### src/hdl/cuwm_pkg.sv
// cuwm_pkg: shared types, codes and constants of the card uid whitelist match block
// no dependencies; used by the entry cell and the top level

package cuwm_pkg;

	localparam int MAX_ENTRIES_DEF = 32;
	localparam logic [3:0] MIN_UID_BYTES = 4'd4;
	localparam logic [3:0] MAX_UID_BYTES = 4'd10;
	localparam logic [15:0] COOLDOWN_RESET = 16'd1000;

	typedef enum logic [1:0] {
		OP_ADD   = 2'd0,
		OP_CHECK = 2'd1,
		OP_TICK  = 2'd2,
		OP_NONE  = 2'd3
	} op_t;

	typedef enum logic [2:0] {
		ST_ADDED   = 3'd0,
		ST_BADLEN  = 3'd1,
		ST_DUP     = 3'd2,
		ST_FULL    = 3'd3,
		ST_GRANTED = 3'd4,
		ST_DENIED  = 3'd5,
		ST_IGNORED = 3'd6,
		ST_TICK    = 3'd7
	} status_t;

	typedef struct packed {
		logic [3:0]  len;
		logic [63:0] low;
		logic [15:0] high;
	} entry_t;

	// keep bytes 0..len-1 of the low word, byte 0 is the top byte
	function automatic logic [63:0] low_mask(input logic [3:0] len);
		logic [6:0] sh;
		logic [63:0] m;
		sh = 7'd64 - {1'b0, len[2:0], 3'b000};
		if (len >= 4'd8) begin
			m = '1;
		end else if (len == 4'd0) begin
			m = '0;
		end else begin
			m = {64{1'b1}} << sh;
		end
		return m;
	endfunction

	function automatic logic [15:0] high_mask(input logic [3:0] len);
		logic [15:0] m;
		if (len >= 4'd10) begin
			m = 16'hFFFF;
		end else if (len == 4'd9) begin
			m = 16'hFF00;
		end else begin
			m = 16'h0000;
		end
		return m;
	endfunction

endpackage

### src/hdl/cuwm_cell.sv
// cuwm_cell: one whitelist entry; shifts to its neighbor on an append and
// compares itself against the broadcast key. depends on cuwm_pkg

module cuwm_cell (
	input  logic              clk,
	input  logic              shift_en,
	input  logic              valid,
	input  cuwm_pkg::entry_t  shift_in,
	input  cuwm_pkg::entry_t  key,
	output cuwm_pkg::entry_t  shift_out,
	output logic              hit
);

	cuwm_pkg::entry_t entry_q;

	always_ff @(posedge clk) begin
		if (shift_en) begin
			entry_q <= shift_in;
		end
	end

	assign shift_out = entry_q;
	assign hit = valid && (entry_q == key);

endmodule

### config.mk
export PLATFORM = sky130hd
export DESIGN_NAME = cuwm_cell
export DESIGN_NICKNAME = d
export VERILOG_FILES = /design/src/hdl/cuwm_pkg.sv /design/src/hdl/cuwm_cell.sv
export SDC_FILE = /design/constraint.sdc
export NUM_CORES = 1
export LEC_CHECK = 0
export BUFFER_PORTS_ARGS = -buffer_cell sky130_fd_sc_hd__buf_4
export CAP_MARGIN = 20
export CORE_AREA = 2 2 100 102
export CTS_BUF_LIST = sky130_fd_sc_hd__clkbuf_4
export CTS_CLUSTER_DIAMETER = 40
export DETAILED_ROUTE_END_ITERATION = 16
export DIE_AREA = 0 0 102 104
export HOLD_SLACK_MARGIN = 0.1
export PLACE_DENSITY = 0.74
export SETUP_SLACK_MARGIN = 0.3
export SLEW_MARGIN = 20
export SYNTH_ARGS = -nofsm -noshare
export SYNTH_HDL_FRONTEND = slang
export SYNTH_SLANG_ARGS = --single-unit
### constraint.sdc
create_clock -name clk -period 4.4 [get_ports clk]
set_input_delay 0.22 -clock clk [delete_from_list [all_inputs] [get_ports clk]]
set_output_delay 0.22 -clock clk [all_outputs]
set_load 0.1 [all_outputs]
==> flow_summary.ini <==
[sta]
fin_ws_ns = 1.56
setup_viol = 0
finalCritPeriodShare_pct = 64.5
holdWs_ns = 0.496
finalMaxSlewViolations = 0
finalCriticalPeriod_ns = 2.84
finalHoldViolations = 0
fin_setup_tns_ns = 0
max_slew_margin_pct = 26.7
rsz0062_at_grt = no
fmax_ghz = 0.352
worstMarginPinSlew_ns = 1.10

[setup_path]
cp_top_family = compound AO/OA/AOI/OAI gates
cpPeakStageDelay_ns = 0.54
end_kind = output pin
path_buf_inv = 1
worstSetupPathType = flop to output pin
cp_max_fo = 3
required_ns = 4.18
critPathLaunchType = flop
cp.arrival_ns = 2.62
path_cells = nand2b_1 > o2111ai_1 > a2111oi_0 > nand3_1 > nor4_2 > buf_4
crit_slowest_cell = a2111oi_0

[drt]
wire_per_inst_um = 17.2
wl_um = 12400
via_count = 3361
drtIter0Drc = 90
dr.pass1.iters = 4
antenna_left = 0
drcViolationCount = 0
vias_per_cell = 4.67

[grt]
grt_usage_pct = 23.0
grt_pass1_wl_um = 18300
grt_pass1_vias = 3684
grt_overflow = 0
grt_start_max_net_pins = 85
antenna_found_initial = 0
grt_use_met3_pct = 6.65
top_usage_layer = met2
grtUsageMet2_pct = 41.4
use_met1_pct = 24.5

[layout]
fillCellCount = 660
register_area_um2 = 2520
largest_reg_flops = 84
n_antenna_cell = 0
areaGrowthSynthToFinish_pct = 86.4
multi_input_area_um2 = 997
finalNonFillerCells = 720
nets = 753
drive_gt1_share_pct = 47.2

[clock_network]
cts_hold_buf = 84
cts.clk_slew.worst_paths_ns = 0.14
cts_buffer_depth = 2
cts_setup_buffers = 0
tritoncts = yes
numClockSinks = 84
cts-root-buf = clkbuf_4
post_cts_resized = 0
htreeDepth = 3
numCtsBuffers = 9

[power_and_ir_drop]
powerDensity_nw_per_um2 = 360
peakVddDrop_mv = 0.235
leakage_nw = 2.87

[die]
die-height_um = 104
die_w_um = 102
start_util_pct = 37.6
die_area_um2 = 10600
ioPinCount = 256
coreArea_um2 = 9550
fp-row-count = 36

[yosys]
synth_area_leader_cell = edfxtp_1
synth_edf_count = 84
yosysUniqueCellTypes = 25
synth.yosys.warnings = 0
syn_area_per_cell_um2 = 15.5
ys_seq_area_share_pct = 70.2
synth_nets = 403
yosys-top-cells-area = edfxtp_1 70%, xnor2_1 8.8%, xor2_1 4.4%, nor2b_1 2.4%, nand2b_1 2.1%
ys.flop_type = edfxtp_1
syn_area_um2 = 3590
synth-async-reset-ratio_pct = 0
synthTopCellsByCount = 84 x edfxtp_1, 36 x xnor2_1, 18 x xor2_1
synth_cells = 232
synth.most_common_cell = edfxtp_1
yosysTopAreaCellShare_pct = 70.2
ys_ff_latch = 84

[place]
post-place-ws_ns = 2.04
dpl.cell_count = 620
port_buffers = 255
gp_congestion = 0.808

[job]
max-cap-violations = 0

[hold_path]
hold_class = input pin to flop

[status]
status = complete, no violations
through the flow:
stage	total power, mW	area (µm²)	utilization (%)
final	2.41	6700	70.2
after detailed placement	1.81	5680	59.4
after floorplan	1.54	3590	-
after CTS	2.42	6700	70.2
after global routing	2.49	6700	70.2
after global placement	1.80	5680	59.4
final cells by class:
cell class | count | area share, %
inverters | 20 | 1.12
clock inverters | 7 | 1.72
multi-input cells | 128 | 14.9
flip-flops and latches | 84 | 37.7
well taps | 133 | 2.48
clock buffers | 9 | 1.01
repair buffers | 339 | 41.1
placed cells by master, fill, tap and decap left out, types with 9 or more instances in the layout:
cell,n
dlygate4sd3_1,84
nand2b_1,12
edfxtp_1,84
buf_4,255
clkbuf_4,9
nor2b_1,14
xnor2_1,36
inv_1,17
nand4_1,11
xor2_1,18
power breakdown:
part | internal, mW | switching [mW] | leakage [nW]
combinational | 0.275 | 0.581 | 1.95
clock | 0.286 | 0.272 | 0.0936
sequential | 0.954 | 0.0470 | 0.822
cells by family (layout without fill, tap and decap cells):
| kind of cell | after synthesis | after routing | share of synthesized area [%] |
|---|---|---|---|
| and+or+nand+nor | 52 | 52 | 9.19 |
| DFF | 84 | 84 | 70.2 |
| xor gates and xnor gates | 54 | 54 | 13.2 |
| buffers and inverters | 20 | 375 | 2.09 |
| AOI/OAI and AO/OA | 22 | 22 | 5.39 |
worst paths after layout:
check	from	end	cells after the start
worst max-delay path	shift_out[8]$_DFFE_PP_	hit	6
worst min-delay path	shift_en	shift_out[69]$_DFFE_PP_	1
per-layer routing:
| layer | up-vias | wire length, µm |
|---|---|---|
| li1 | 1565 | - |
| met4 | 0 | 391 |
| met3 | 33 | 945 |
| met1 | 1589 | 4520 |
| met2 | 174 | 6510 |
| met5 | - | 0 |
Power figures use the tool's default switching activity.
